<file path="src/design/bls_pkg.sv">
// Shared types, constants and helpers for the Bresenham line stepper.
// Used by every module of the block; depends on nothing else.
`default_nettype none

package bls_pkg;

  localparam int CoordBits    = 10;
  localparam int FieldBits    = 10;
  localparam int OutBits      = 11;
  localparam int OffsetBits   = 8;
  localparam int ErrBits      = CoordBits + 1;
  localparam int InDataBits   = 4 * FieldBits;
  localparam int InDataBytes  = (InDataBits + 7) / 8;
  localparam int OutDataBits  = 2 * OutBits;
  localparam int OutDataBytes = (OutDataBits + 7) / 8;
  localparam int QueueDepth   = 2;
  localparam int QueueIdxBits = $clog2(QueueDepth);
  localparam int QueueCntBits = $clog2(QueueDepth + 1);
  localparam int CfgIdxBits   = 1;

  typedef enum logic [0:0] {
    KindStart   = 1'b0,
    KindAdvance = 1'b1
  } bls_kind_e;

  typedef enum logic [CfgIdxBits-1:0] {
    RegColumnOffset = 1'b0,
    RegRowOffset    = 1'b1
  } bls_reg_e;

  typedef logic [CoordBits-1:0] bls_coord_t;

  typedef struct packed {
    bls_kind_e  kind;
    bls_coord_t start_x;
    bls_coord_t start_y;
    bls_coord_t major_delta;
    bls_coord_t minor_delta;
    logic       major_is_x;
    logic       step_x_neg;
    logic       step_y_neg;
  } bls_cmd_t;

  function automatic bls_coord_t move_one(input bls_coord_t v, input logic negative);
    move_one = negative ? v - bls_coord_t'(1) : v + bls_coord_t'(1);
  endfunction

endpackage

`default_nettype wire

</file>
<file path="src/design/bls_front.sv">
// Front end of the line stepper: classifies each request and works out the
// deltas, octant and step directions of a new line. Depends on bls_pkg.
`default_nettype none

module bls_front (
  input  wire logic                             s_valid_i,
  input  wire logic [bls_pkg::InDataBytes*8-1:0] s_data_i,
  input  wire logic                             s_kind_i,
  output bls_pkg::bls_cmd_t                     cmd_o
);

  bls_pkg::bls_coord_t x1, y1, x2, y2, dx, dy;
  logic                major_is_x;

  always_comb begin
    x1 = bls_pkg::CoordBits'(s_data_i[0*bls_pkg::FieldBits +: bls_pkg::FieldBits]);
    y1 = bls_pkg::CoordBits'(s_data_i[1*bls_pkg::FieldBits +: bls_pkg::FieldBits]);
    x2 = bls_pkg::CoordBits'(s_data_i[2*bls_pkg::FieldBits +: bls_pkg::FieldBits]);
    y2 = bls_pkg::CoordBits'(s_data_i[3*bls_pkg::FieldBits +: bls_pkg::FieldBits]);
    dx = (x2 >= x1) ? x2 - x1 : x1 - x2;
    dy = (y2 >= y1) ? y2 - y1 : y1 - y2;
    major_is_x = (dx >= dy);

    cmd_o.kind        = s_kind_i ? bls_pkg::KindAdvance : bls_pkg::KindStart;
    cmd_o.start_x     = x1;
    cmd_o.start_y     = y1;
    cmd_o.major_delta = major_is_x ? dx : dy;
    cmd_o.minor_delta = major_is_x ? dy : dx;
    cmd_o.major_is_x  = major_is_x;
    cmd_o.step_x_neg  = s_valid_i & (x2 < x1);
    cmd_o.step_y_neg  = s_valid_i & (y2 < y1);
  end

endmodule

`default_nettype wire

</file>
<file path="src/design/bls_queue.sv">
// Short command queue between the front end and the stepping back end.
// Depends on bls_pkg for the command type and the queue depth.
`default_nettype none

module bls_queue (
  input  wire logic              clk_i,
  input  wire logic              rst_ni,
  input  wire logic              push_i,
  input  wire bls_pkg::bls_cmd_t push_cmd_i,
  output logic                   full_o,
  input  wire logic              pop_i,
  output logic                   empty_o,
  output bls_pkg::bls_cmd_t      pop_cmd_o
);

  bls_pkg::bls_cmd_t                  mem_q [bls_pkg::QueueDepth];
  logic [bls_pkg::QueueIdxBits-1:0]   wr_ptr_q, wr_ptr_d, rd_ptr_q, rd_ptr_d;
  logic [bls_pkg::QueueCntBits-1:0]   count_q, count_d;
  logic                               do_push, do_pop;

  assign full_o    = (count_q == bls_pkg::QueueCntBits'(bls_pkg::QueueDepth));
  assign empty_o   = (count_q == '0);
  assign do_push   = push_i & ~full_o;
  assign do_pop    = pop_i & ~empty_o;
  assign pop_cmd_o = mem_q[rd_ptr_q];

  always_comb begin
    wr_ptr_d = wr_ptr_q;
    rd_ptr_d = rd_ptr_q;
    count_d  = count_q;
    if (do_push) begin
      wr_ptr_d = (wr_ptr_q == bls_pkg::QueueIdxBits'(bls_pkg::QueueDepth - 1)) ? '0
                 : wr_ptr_q + 1'b1;
    end
    if (do_pop) begin
      rd_ptr_d = (rd_ptr_q == bls_pkg::QueueIdxBits'(bls_pkg::QueueDepth - 1)) ? '0
                 : rd_ptr_q + 1'b1;
    end
    if (do_push && !do_pop) begin
      count_d = count_q + 1'b1;
    end else if (do_pop && !do_push) begin
      count_d = count_q - 1'b1;
    end
  end

  always_ff @(posedge clk_i or negedge rst_ni) begin
    if (!rst_ni) begin
      wr_ptr_q <= '0;
      rd_ptr_q <= '0;
      count_q  <= '0;
    end else begin
      wr_ptr_q <= wr_ptr_d;
      rd_ptr_q <= rd_ptr_d;
      count_q  <= count_d;
    end
  end

  always_ff @(posedge clk_i) begin
    if (do_push) begin
      mem_q[wr_ptr_q] <= push_cmd_i;
    end
  end

endmodule

`default_nettype wire

</file>
<file path="src/design/bls_back.sv">
// Back end of the line stepper: holds the cursor and error state, steps one
// pixel per command and registers the result. Depends on bls_pkg.
`default_nettype none

module bls_back (
  input  wire logic                              clk_i,
  input  wire logic                              rst_ni,
  input  wire logic                              cmd_valid_i,
  input  wire bls_pkg::bls_cmd_t                 cmd_i,
  output logic                                   cmd_pop_o,
  input  wire logic [bls_pkg::OffsetBits-1:0]    column_offset_i,
  input  wire logic [bls_pkg::OffsetBits-1:0]    row_offset_i,
  output logic                                   line_active_o,
  output logic                                   m_valid_o,
  input  wire logic                              m_ready_i,
  output logic                                   m_pixel_valid_o,
  output logic [bls_pkg::OutBits-1:0]            m_pixel_x_o,
  output logic [bls_pkg::OutBits-1:0]            m_pixel_y_o,
  output logic                                   m_last_o
);

  bls_pkg::bls_coord_t          cur_x_q, cur_x_d, cur_y_q, cur_y_d;
  bls_pkg::bls_coord_t          major_q, major_d, minor_q, minor_d, left_q, left_d;
  logic [bls_pkg::ErrBits-1:0]  err_q, err_d;
  logic                         major_is_x_q, major_is_x_d;
  logic                         step_x_neg_q, step_x_neg_d, step_y_neg_q, step_y_neg_d;
  logic                         active_q, active_d;
  logic                         out_valid_q;

  bls_pkg::bls_coord_t          eff_x, eff_y, eff_major, eff_minor, eff_left;
  logic [bls_pkg::ErrBits-1:0]  eff_err, err_add;
  logic                         eff_major_is_x, eff_step_x_neg, eff_step_y_neg, eff_active;
  logic                         last, minor_step;
  logic                         res_valid, res_last;
  logic [bls_pkg::OutBits-1:0]  res_x, res_y;

  assign cmd_pop_o     = cmd_valid_i & (~out_valid_q | m_ready_i);
  assign line_active_o = active_q;
  assign m_valid_o     = out_valid_q;

  always_comb begin
    eff_x          = cur_x_q;
    eff_y          = cur_y_q;
    eff_major      = major_q;
    eff_minor      = minor_q;
    eff_left       = left_q;
    eff_err        = err_q;
    eff_major_is_x = major_is_x_q;
    eff_step_x_neg = step_x_neg_q;
    eff_step_y_neg = step_y_neg_q;
    eff_active     = active_q;
    if (cmd_i.kind == bls_pkg::KindStart) begin
      eff_x          = cmd_i.start_x;
      eff_y          = cmd_i.start_y;
      eff_major      = cmd_i.major_delta;
      eff_minor      = cmd_i.minor_delta;
      eff_left       = cmd_i.major_delta;
      eff_err        = bls_pkg::ErrBits'(cmd_i.major_delta) >> 1;
      eff_major_is_x = cmd_i.major_is_x;
      eff_step_x_neg = cmd_i.step_x_neg;
      eff_step_y_neg = cmd_i.step_y_neg;
      eff_active     = 1'b1;
    end

    last       = (eff_left == '0);
    err_add    = eff_err + bls_pkg::ErrBits'(eff_minor);
    minor_step = (err_add >= bls_pkg::ErrBits'(eff_major));

    res_valid = eff_active;
    res_last  = eff_active & last;
    res_x     = eff_active ? bls_pkg::OutBits'(eff_x) + bls_pkg::OutBits'(column_offset_i)
                           : '0;
    res_y     = eff_active ? bls_pkg::OutBits'(eff_y) + bls_pkg::OutBits'(row_offset_i)
                           : '0;

    cur_x_d      = eff_x;
    cur_y_d      = eff_y;
    major_d      = eff_major;
    minor_d      = eff_minor;
    left_d       = eff_left;
    err_d        = eff_err;
    major_is_x_d = eff_major_is_x;
    step_x_neg_d = eff_step_x_neg;
    step_y_neg_d = eff_step_y_neg;
    active_d     = eff_active & ~last;
    if (eff_active && !last) begin
      left_d = eff_left - 1'b1;
      err_d  = minor_step ? err_add - bls_pkg::ErrBits'(eff_major) : err_add;
      if (eff_major_is_x) begin
        cur_x_d = bls_pkg::move_one(eff_x, eff_step_x_neg);
        if (minor_step) begin
          cur_y_d = bls_pkg::move_one(eff_y, eff_step_y_neg);
        end
      end else begin
        cur_y_d = bls_pkg::move_one(eff_y, eff_step_y_neg);
        if (minor_step) begin
          cur_x_d = bls_pkg::move_one(eff_x, eff_step_x_neg);
        end
      end
    end
  end

  always_ff @(posedge clk_i or negedge rst_ni) begin
    if (!rst_ni) begin
      cur_x_q      <= '0;
      cur_y_q      <= '0;
      major_q      <= '0;
      minor_q      <= '0;
      left_q       <= '0;
      err_q        <= '0;
      major_is_x_q <= 1'b0;
      step_x_neg_q <= 1'b0;
      step_y_neg_q <= 1'b0;
      active_q     <= 1'b0;
      out_valid_q  <= 1'b0;
    end else begin
      if (cmd_pop_o) begin
        cur_x_q      <= cur_x_d;
        cur_y_q      <= cur_y_d;
        major_q      <= major_d;
        minor_q      <= minor_d;
        left_q       <= left_d;
        err_q        <= err_d;
        major_is_x_q <= major_is_x_d;
        step_x_neg_q <= step_x_neg_d;
        step_y_neg_q <= step_y_neg_d;
        active_q     <= active_d;
        out_valid_q  <= 1'b1;
      end else if (m_ready_i) begin
        out_valid_q  <= 1'b0;
      end
    end
  end

  always_ff @(posedge clk_i) begin
    if (cmd_pop_o) begin
      m_pixel_valid_o <= res_valid;
      m_pixel_x_o     <= res_x;
      m_pixel_y_o     <= res_y;
      m_last_o        <= res_last;
    end
  end

endmodule

`default_nettype wire

</file>
<file path="src/design/bresenham_line_stepper.sv">
// Top level of the Bresenham line stepper: stream ports, offset registers,
// and the front end, command queue and back end. Depends on bls_pkg.
//
// A start request (tuser 0) loads two endpoints and returns the first pixel;
// each advance request (tuser 1) returns the next pixel of the line, and the
// second endpoint comes back with tlast set, after which the line is idle. An
// advance with no line in progress returns a result with tuser 0 and zero data.
// Unless a side stalls, one request is taken and one result given per clock
// cycle: the back end steps the cursor and error term once per cycle. A
// two-entry queue between front and back end and the output register let
// either side stall. The user must write offsets through the configuration
// channel only while the block is idle; the block itself does not enforce this.
`default_nettype none

module bresenham_line_stepper (
  input  wire logic                                  clk_i,
  input  wire logic                                  rst_ni,
  input  wire logic                                  cfg_valid_i,
  output logic                                       cfg_ready_o,
  input  wire logic [bls_pkg::CfgIdxBits-1:0]        cfg_index_i,
  input  wire logic [bls_pkg::OffsetBits-1:0]        cfg_data_i,
  input  wire logic                                  s_axis_tvalid,
  output logic                                       s_axis_tready,
  // start_x, start_y, end_x, end_y
  input  wire logic [bls_pkg::InDataBytes*8-1:0]     s_axis_tdata,
  // kind
  input  wire logic [0:0]                            s_axis_tuser,
  output logic                                       m_axis_tvalid,
  input  wire logic                                  m_axis_tready,
  // pixel_x, pixel_y, zero padding
  output logic [bls_pkg::OutDataBytes*8-1:0]         m_axis_tdata,
  // pixel_valid
  output logic [0:0]                                 m_axis_tuser,
  output logic                                       m_axis_tlast
);

  logic [bls_pkg::OffsetBits-1:0] column_offset_q, row_offset_q;
  bls_pkg::bls_cmd_t              front_cmd, queue_cmd;
  logic                           queue_full, queue_empty, back_pop, line_active;
  logic                           pixel_valid;
  logic [bls_pkg::OutBits-1:0]    pixel_x, pixel_y;

  assign cfg_ready_o = 1'b1;

  always_ff @(posedge clk_i or negedge rst_ni) begin
    if (!rst_ni) begin
      column_offset_q <= '0;
      row_offset_q    <= '0;
    end else if (cfg_valid_i) begin
      case (bls_pkg::bls_reg_e'(cfg_index_i))
        bls_pkg::RegColumnOffset: column_offset_q <= cfg_data_i;
        bls_pkg::RegRowOffset:    row_offset_q    <= cfg_data_i;
        default: ;
      endcase
    end
  end

  bls_front u_front (
    .s_valid_i (s_axis_tvalid),
    .s_data_i  (s_axis_tdata),
    .s_kind_i  (s_axis_tuser[0]),
    .cmd_o     (front_cmd)
  );

  assign s_axis_tready = ~queue_full;

  bls_queue u_queue (
    .clk_i      (clk_i),
    .rst_ni     (rst_ni),
    .push_i     (s_axis_tvalid),
    .push_cmd_i (front_cmd),
    .full_o     (queue_full),
    .pop_i      (back_pop),
    .empty_o    (queue_empty),
    .pop_cmd_o  (queue_cmd)
  );

  bls_back u_back (
    .clk_i           (clk_i),
    .rst_ni          (rst_ni),
    .cmd_valid_i     (~queue_empty),
    .cmd_i           (queue_cmd),
    .cmd_pop_o       (back_pop),
    .column_offset_i (column_offset_q),
    .row_offset_i    (row_offset_q),
    .line_active_o   (line_active),
    .m_valid_o       (m_axis_tvalid),
    .m_ready_i       (m_axis_tready),
    .m_pixel_valid_o (pixel_valid),
    .m_pixel_x_o     (pixel_x),
    .m_pixel_y_o     (pixel_y),
    .m_last_o        (m_axis_tlast)
  );

  assign m_axis_tuser = pixel_valid;
  assign m_axis_tdata = {{(bls_pkg::OutDataBytes*8 - bls_pkg::OutDataBits){1'b0}},
                         pixel_y, pixel_x};

  // A line can only finish by handing a flagged pixel to the output register.
  a_idle_after_last: assert property (@(posedge clk_i) disable iff (!rst_ni)
    $fell(line_active) |-> (m_axis_tvalid && m_axis_tlast && m_axis_tuser[0]))
    else $error("line went idle without a last pixel");

  // An advance with no line gives a blank result.
  a_blank_result: assert property (@(posedge clk_i) disable iff (!rst_ni)
    (m_axis_tvalid && !m_axis_tuser[0]) |-> (m_axis_tdata == '0 && !m_axis_tlast))
    else $error("result without a pixel carries data");

  // The back end only takes a command when the queue holds one and the output register has room.
  a_pop_nonempty: assert property (@(posedge clk_i) disable iff (!rst_ni)
    back_pop |-> (!queue_empty && (!m_axis_tvalid || m_axis_tready)))
    else $error("command taken with no room for its result");

endmodule

`default_nettype wire

</file>
<file path="config.mk">
export PLATFORM = sky130hd
export DESIGN_NAME = bresenham_line_stepper
export DESIGN_NICKNAME = d
export VERILOG_FILES = /design/src/design/bls_pkg.sv /design/src/design/bls_front.sv /design/src/design/bls_queue.sv /design/src/design/bls_back.sv /design/src/design/bresenham_line_stepper.sv
export SDC_FILE = /design/constraint.sdc
export NUM_CORES = 1
export LEC_CHECK = 0
export CAP_MARGIN = 20
export CORE_MARGIN = 3
export CORE_UTILIZATION = 50
export DETAILED_ROUTE_END_ITERATION = 10
export DONT_BUFFER_PORTS = 1
export SYNTH_ARGS = -nofsm -noshare
export SYNTH_HDL_FRONTEND = slang
export SYNTH_SLANG_ARGS = --single-unit
</file>
<file path="constraint.sdc">
create_clock -name clk_i -period 7.77 [get_ports clk_i]
set_input_delay 0.3885 -clock clk_i [delete_from_list [all_inputs] [get_ports clk_i]]
set_output_delay 0.3885 -clock clk_i [all_outputs]
set_load 0.005 [all_outputs]
</file>
Word level (Yosys, flattened, before mapping)
Memories as Yosys holds them, arrays and structs flattened.
Cells that the tools add are included.
- add/subtract/negate cells: 17
- order comparisons: 6
- equal/unequal tests: 1
- muxes and demuxes: 34
- bitwise gates (word level): 13
- reduce and logical (&&, ||, !) cells: 12
- operators with widths (operator ; number):
    10-bit 2-to-1 mux ; 18
    10-bit subtractor ; 4
    11-bit 2-to-1 mux ; 3
    10-bit greater-or-equal comparator ; 3
    10-bit by 1-bit subtractor with 10-bit output, second input constant ; 3
    10-bit by 8-bit adder with 11-bit output ; 2
    10-bit by 1-bit adder with 10-bit output, second input constant ; 2
    10-bit less-than comparator ; 2
    11-bit by 10-bit adder with 11-bit output ; 1
    11-bit by 10-bit greater-or-equal comparator with 1-bit output ; 1
    1-bit 2-to-1 mux ; 11
    11-bit by 10-bit subtractor with 11-bit output ; 1
    10-bit zero test ; 1
    1-bit bitwise AND ; 7
    1-bit NOT ; 5
    2-bit 2-to-1 mux ; 2
    2-bit AND reduction ; 2
    2-bit nonzero test ; 2
    1-bit logical AND ; 3
    1-bit zero test ; 3
    1-bit adder, second input constant ; 2
    2-bit by 1-bit adder with 2-bit output, second input constant ; 1
    2-bit == test, second input constant ; 1
    2-bit zero test ; 1
    2 further kinds ; 2
- register bits after elaboration: 110
- memory bits (writable): 88
- input port bits: 55
- output and inout port bits: 29
- memories kept: 1
- memory list (name ; words ; width ; read ports ; clocked after memory_dff ; write ports ; line ; RTL):
    u_queue.mem_q ; 2 ; 44 ; 1 ; 0 ; 1 ; bls_queue.sv:16 ; bls_pkg::bls_cmd_t mem_q [bls_pkg::QueueDepth];

Depth between registers and ports, before layout
- depth after elaboration: 7
- gate-level depth with buffers: 28
- depth with buffers taken out: 22

By module
A second synthesis with hierarchy kept.
- cells, all modules: 1275
- area, all modules: 13640.6 um2
- by module, submodules not included (module ; instances ; cells each ; area each (um2) ; sequential area each (um2)):
    bls_back ; 1 ; 747 ; 6989.2 ; 2372.3
    bls_queue ; 1 ; 156 ; 3572.2 ; 2742.6
    bls_front ; 1 ; 330 ; 2399.8 ; 0.0
    bresenham_line_stepper ; 1 ; 42 ; 679.4 ; 400.4

Worst setup path before layout
Ideal clock, no wire load.
- path type: register to register
- start: reg u_queue.rd_ptr_q
- end: reg u_back.cur_y_q[8]
- library setup time: 0.122 ns
- data arrival time: 5.574 ns
- data required time: 7.648 ns
- path slack: 2.074 ns
- stages on the path, launching flop included: 28
- clock period less this slack: 5.696 ns
- path through: dfrtp_1 -> buf_2 -> buf_2 -> buf_2 -> buf_1 -> buf_1 -> mux2i_1 -> nor2_1 -> a21oi_1 -> inv_1 -> ha_1 -> a21o_1 -> a21oi_1 -> o21bai_1 -> a21oi_1 -> o21ai_0 -> a21o_1 -> a21oi_1 -> xnor2_1 -> ha_1 -> nand3_1 -> nor3_1 -> nor2_1 -> nand3_1 -> o31ai_2 -> buf_2 -> o211ai_1 -> o21a_1
- longest elaborated chain between the ends: 7
- RTL lines (what ; line ; RTL):
    start, declared ; bls_queue.sv:17 ; logic [bls_pkg::QueueIdxBits-1:0] wr_ptr_q, wr_ptr_d, rd_ptr_q, rd_ptr_d;
    start signal, assigned ; bls_queue.sv:53 ; rd_ptr_q <= rd_ptr_d;
    memory read 2 x 44 bit ; - ;
    10-bit 2-to-1 mux ; bls_back.sv:52 ; if (cmd_i.kind == bls_pkg::KindStart) begin
    net u_back.eff_minor[1] ; bls_back.sv:30 ; bls_pkg::bls_coord_t eff_x, eff_y, eff_major, eff_minor, eff_left;
    11-bit by 10-bit adder with 11-bit output ; bls_back.sv:66 ; err_add = eff_err + bls_pkg::ErrBits'(eff_minor);
    11-bit by 10-bit greater-or-equal comparator with 1-bit output ; bls_back.sv:67 ; minor_step = (err_add >= bls_pkg::ErrBits'(eff_major));
    10-bit 2-to-1 mux ; bls_back.sv:91 ; if (minor_step) begin
    10-bit 2-to-1 mux ; bls_back.sv:89 ; if (eff_major_is_x) begin
    10-bit 2-to-1 mux ; bls_back.sv:86 ; if (eff_active && !last) begin
    end signal, assigned ; bls_back.sv:119 ; cur_y_q <= cur_y_d;
    end, declared ; bls_back.sv:22 ; bls_pkg::bls_coord_t cur_x_q, cur_x_d, cur_y_q, cur_y_d;
The timed path passes the listed nets, and every way through them passes these cells.
A chain may end at the register's enable or synchronous reset.

Worst setup path after layout
- start: reg u_queue.rd_ptr_q
- end: reg u_back.cur_x_q[1]
- longest elaborated chain between the ends: 7
- RTL lines (what ; line ; RTL):
    memory read 2 x 44 bit * ; - ;
    11-bit 2-to-1 mux or 10-bit 2-to-1 mux (tied branches) ; bls_back.sv:52 ;
    11-bit by 10-bit adder with 11-bit output (tied with other cells) ; bls_back.sv:66 ;
    11-bit by 10-bit greater-or-equal comparator with 1-bit output or 10-bit 2-to-1 mux (tied branches) ; bls_back.sv:67, bls_pkg.sv:45 ;
    10-bit 2-to-1 mux ; bls_back.sv:96 ; if (minor_step) begin
    10-bit 2-to-1 mux ; bls_back.sv:89 ;
    10-bit 2-to-1 mux * ; bls_back.sv:86 ;
    end signal, assigned ; bls_back.sv:118 ; cur_x_q <= cur_x_d;
    end, declared ; bls_back.sv:22 ;
Every way passes the cells marked *; elsewhere a longest branch is shown, timed or not.

==> flow_summary.json <==
{
  "status": "finished, final reports clean",
  "grt_first_pass_wirelength_mm": 43.68,
  "rsz0062_at_grt": "no",
  "chipWidth_um": 164.7,
  "finalCritPeriodShare_pct": 72.60,
  "synth_area_leaders": "edfxtp_1 (27%), dfrtp_1 (17%), ha_1 (10%)",
  "grt_max_degree": 87,
  "synth_simple_gate_area_share_pct": 10.34,
  "end_kind": "flop",
  "arrival_ps": 6000,
  "hold_path_class": "primary input to flop",
  "r2r_slack_ps": 2130,
  "period_minus_slack_ps": 5641,
  "rows": 57,
  "max_freq_mhz": 177.3,
  "nets": 1383,
  "ctsRootBufferMaster": "clkbuf_16",
  "core-area_um2": 24530,
  "io_pins": 84,
  "slowest_delay_ps": 820,
  "ctsResizeCount": 0,
  "path_cells": "mux2i_2, buf_4, nand2_1, o21ai_0, inv_1, ha_1, a21o_1, a21oi_1, o21bai_1, a21oi_1, o21ai_0, a21o_1, a21oi_1, xnor2_1, ha_1, nand3_1, nor3_1, nor2_1, nand3_1, o31a_1, mux2_2, o21ai_0",
  "synth_top_family_by_area": "compound AO/OA/AOI/OAI gates",
  "setup_viol": 0,
  "cp_top_family": "compound AO/OA/AOI/OAI gates",
  "ys_seq_area_share_pct": 43.77,
  "synthMuxAreaShare_pct": 11.18,
  "gr-total-overflow": 0,
  "die-area_um2": 27140,
  "syn_to_final_growth_pct": 7.537,
  "cts_buffers": 17,
  "layout_common_cells": "nand2_1 (118), o21ai_0 (116), edfxtp_1 (112), ha_1 (102), mux2i_1 (93)",
  "critPathMaxFanout": 27,
  "ys_seq_elements": 198,
  "finClkSkew_ps": 19.66,
  "dp_hpwl_mm": 20.11,
  "start_kind": "flop",
  "cp_data_required_time_ps": 8130,
  "async_flop_share_pct": 43.43,
  "io_buffers": 0,
  "antennaDiodeCount": 0,
  "drtIter0Drc": 461,
  "tightest_slew_ps": 1051,
  "ant_nets": 0,
  "fin_tns_setup_ps": 0,
  "postCtsSetupBuffers": 0,
  "start_util_pct": 51.36,
  "yosysTopAreaCell": "edfxtp_1",
  "wl_per_cell_um": 17.40,
  "syn_inst": 1233,
  "num_vias": 8554,
  "synth_xor_area_share_pct": 5.074,
  "yosys_warnings": 0,
  "routabilityCongestion": 0.8821,
  "die_y_um": 164.7,
  "fill_cells": 2191,
  "cts_sinks": 198,
  "crit_buf_inv": 2,
  "avgViaCountPerCell": 5.508,
  "cts.path.max_buffers": 2,
  "synth.avg_cell_area_um2": 10.22,
  "wl_mm": 27.02,
  "grt_usage_pct": 20.60,
  "syn_area_um2": 12600,
  "synth_edf_count": 112,
  "maxCapViolCount": 0,
  "final_common_cell": "nand2_1",
  "antenna_found_initial": 0,
  "slew_headroom_pct": 29.92,
  "slowest_stage": "dfrtp_2",
  "ys.flop_type": "edfxtp_1",
  "synthAdderAreaFrac_pct": 11.72,
  "synth_top_area_share_pct": 26.69,
  "layout-drive-gt1-share_pct": 8.218,
  "cts_tree": "yes",
  "clkLatencyLatePin_ps": 440,
  "ys_types": 61,
  "synth_compound_area_share_pct": 13.53,
  "hold_viol_final": 0,
  "grt_pass1_vias": 8054,
  "path_class": "flop to flop",
  "drtPass1Iterations": 5,
  "hold_buffers": 2,
  "drc": 0,
  "seqCellArea_um2": 5517,
  "multi_input_area_um2": 6574,
  "drv_slew": 0,
  "clk_pin_slew_ps": 90,
  "htreeDepth": 4
}
final timing paths:
check	from	end	cells after the start
hold / removal	s_axis_tuser	u_queue.mem_q[1][43]	0
hold reg to reg	u_back.err_q[6]	u_back.err_q[6]	1
min in group asynchronous	rst_ni	column_offset_q[0]	2
setup reg to reg	u_queue.rd_ptr_q	u_back.cur_x_q[1]	22
setup / recovery	u_queue.rd_ptr_q	u_back.cur_x_q[1]	22
max in group asynchronous	rst_ni	u_back.cur_y_q[1]	2
synthesized netlist by cell type, types with 3 or more instances:
cell,number
nand4_1,5
buf_4,3
a41oi_1,3
nor2b_1,25
inv_1,86
nor2_1,75
xnor2_1,51
buf_2,13
o21ai_1,4
o21bai_1,4
xor2_1,22
dfrtp_1,86
mux2_2,38
ha_1,102
o21ai_0,117
buf_1,6
a31oi_1,6
mux2i_1,94
o21a_1,15
nand2_1,118
fa_1,10
and3_1,5
and2_1,6
edfxtp_1,112
clkbuf_1,28
nor3_1,17
a21oi_1,79
nand2b_1,12
nand3_1,8
or3_1,4
a21o_1,34
a211oi_1,7
sequential cells by signal, summed over array words and instances, names as in the netlist:
| signal | cells |
|---|---|
| u_queue.wr_ptr_q | 1 |
| u_back.m_valid_o | 1 |
| u_back.m_last_o | 1 |
| u_queue.mem_q | 88 |
| u_back.line_active_o | 1 |
| u_back.minor_q | 10 |
| u_back.m_pixel_y_o | 11 |
| u_queue.rd_ptr_q | 1 |
| u_back.m_pixel_valid_o | 1 |
| u_back.err_q | 11 |
| u_queue.count_q | 2 |
| u_back.step_y_neg_q | 1 |
| u_back.left_q | 10 |
| row_offset_q | 8 |
| u_back.major_q | 10 |
| u_back.cur_y_q | 10 |
| u_back.m_pixel_x_o | 11 |
| u_back.major_is_x_q | 1 |
| column_offset_q | 8 |
| u_back.cur_x_q | 10 |
| u_back.step_x_neg_q | 1 |
kinds of logic after synthesis:
kind of cell,Yosys count
simple gates,287
mux,135
fa+ha+maj,112
flops,198
xor+xnor,73
compound gates,288
other cells,2
buf+inv,138
cell type report:
type	count	share of cell area (%)
flip-flops and latches	198	40.71
multi-input cells	898	48.52
inverters	88	2.438
clock buffers	17	3.140
clock inverters	15	1.311
well taps	324	2.992
repair buffers	13	0.8865
metrics by stage:
| step | hold slack (ps) | std cells | utilization [%] | worst slack [ps] | area (um^2) |
|---|---|---|---|---|---|
| after floorplan | 92.91 | 1234 | - | 2074 | 12600 |
| after global routing | 11.86 | 1553 | 55.23 | 1592 | 13550 |
| after CTS | 16.09 | 1552 | 55.20 | 1771 | 13540 |
| after detailed placement | 97.93 | 1518 | 52.59 | 1790 | 12900 |
| final | 37.69 | 1553 | 55.23 | 2129 | 13550 |
| after global placement | 97.16 | 1518 | 52.59 | 1922 | 12900 |
per-layer routing:
| layer | vias to the layer above | global-route usage (%) | part of all wire, % |
|---|---|---|---|
| met2 | 155 | 30.61 | 43 |
| li1 | 4318 | - | - |
| met1 | 4062 | 31.57 | 51 |
| met4 | 0 | 4.766 | 1.4 |
| met3 | 19 | 3.336 | 4.4 |
| met5 | - | 0 | 0 |
Power is not shown: default switching activity piles up to over one toggle a cycle in this logic, so the estimate is an artifact.
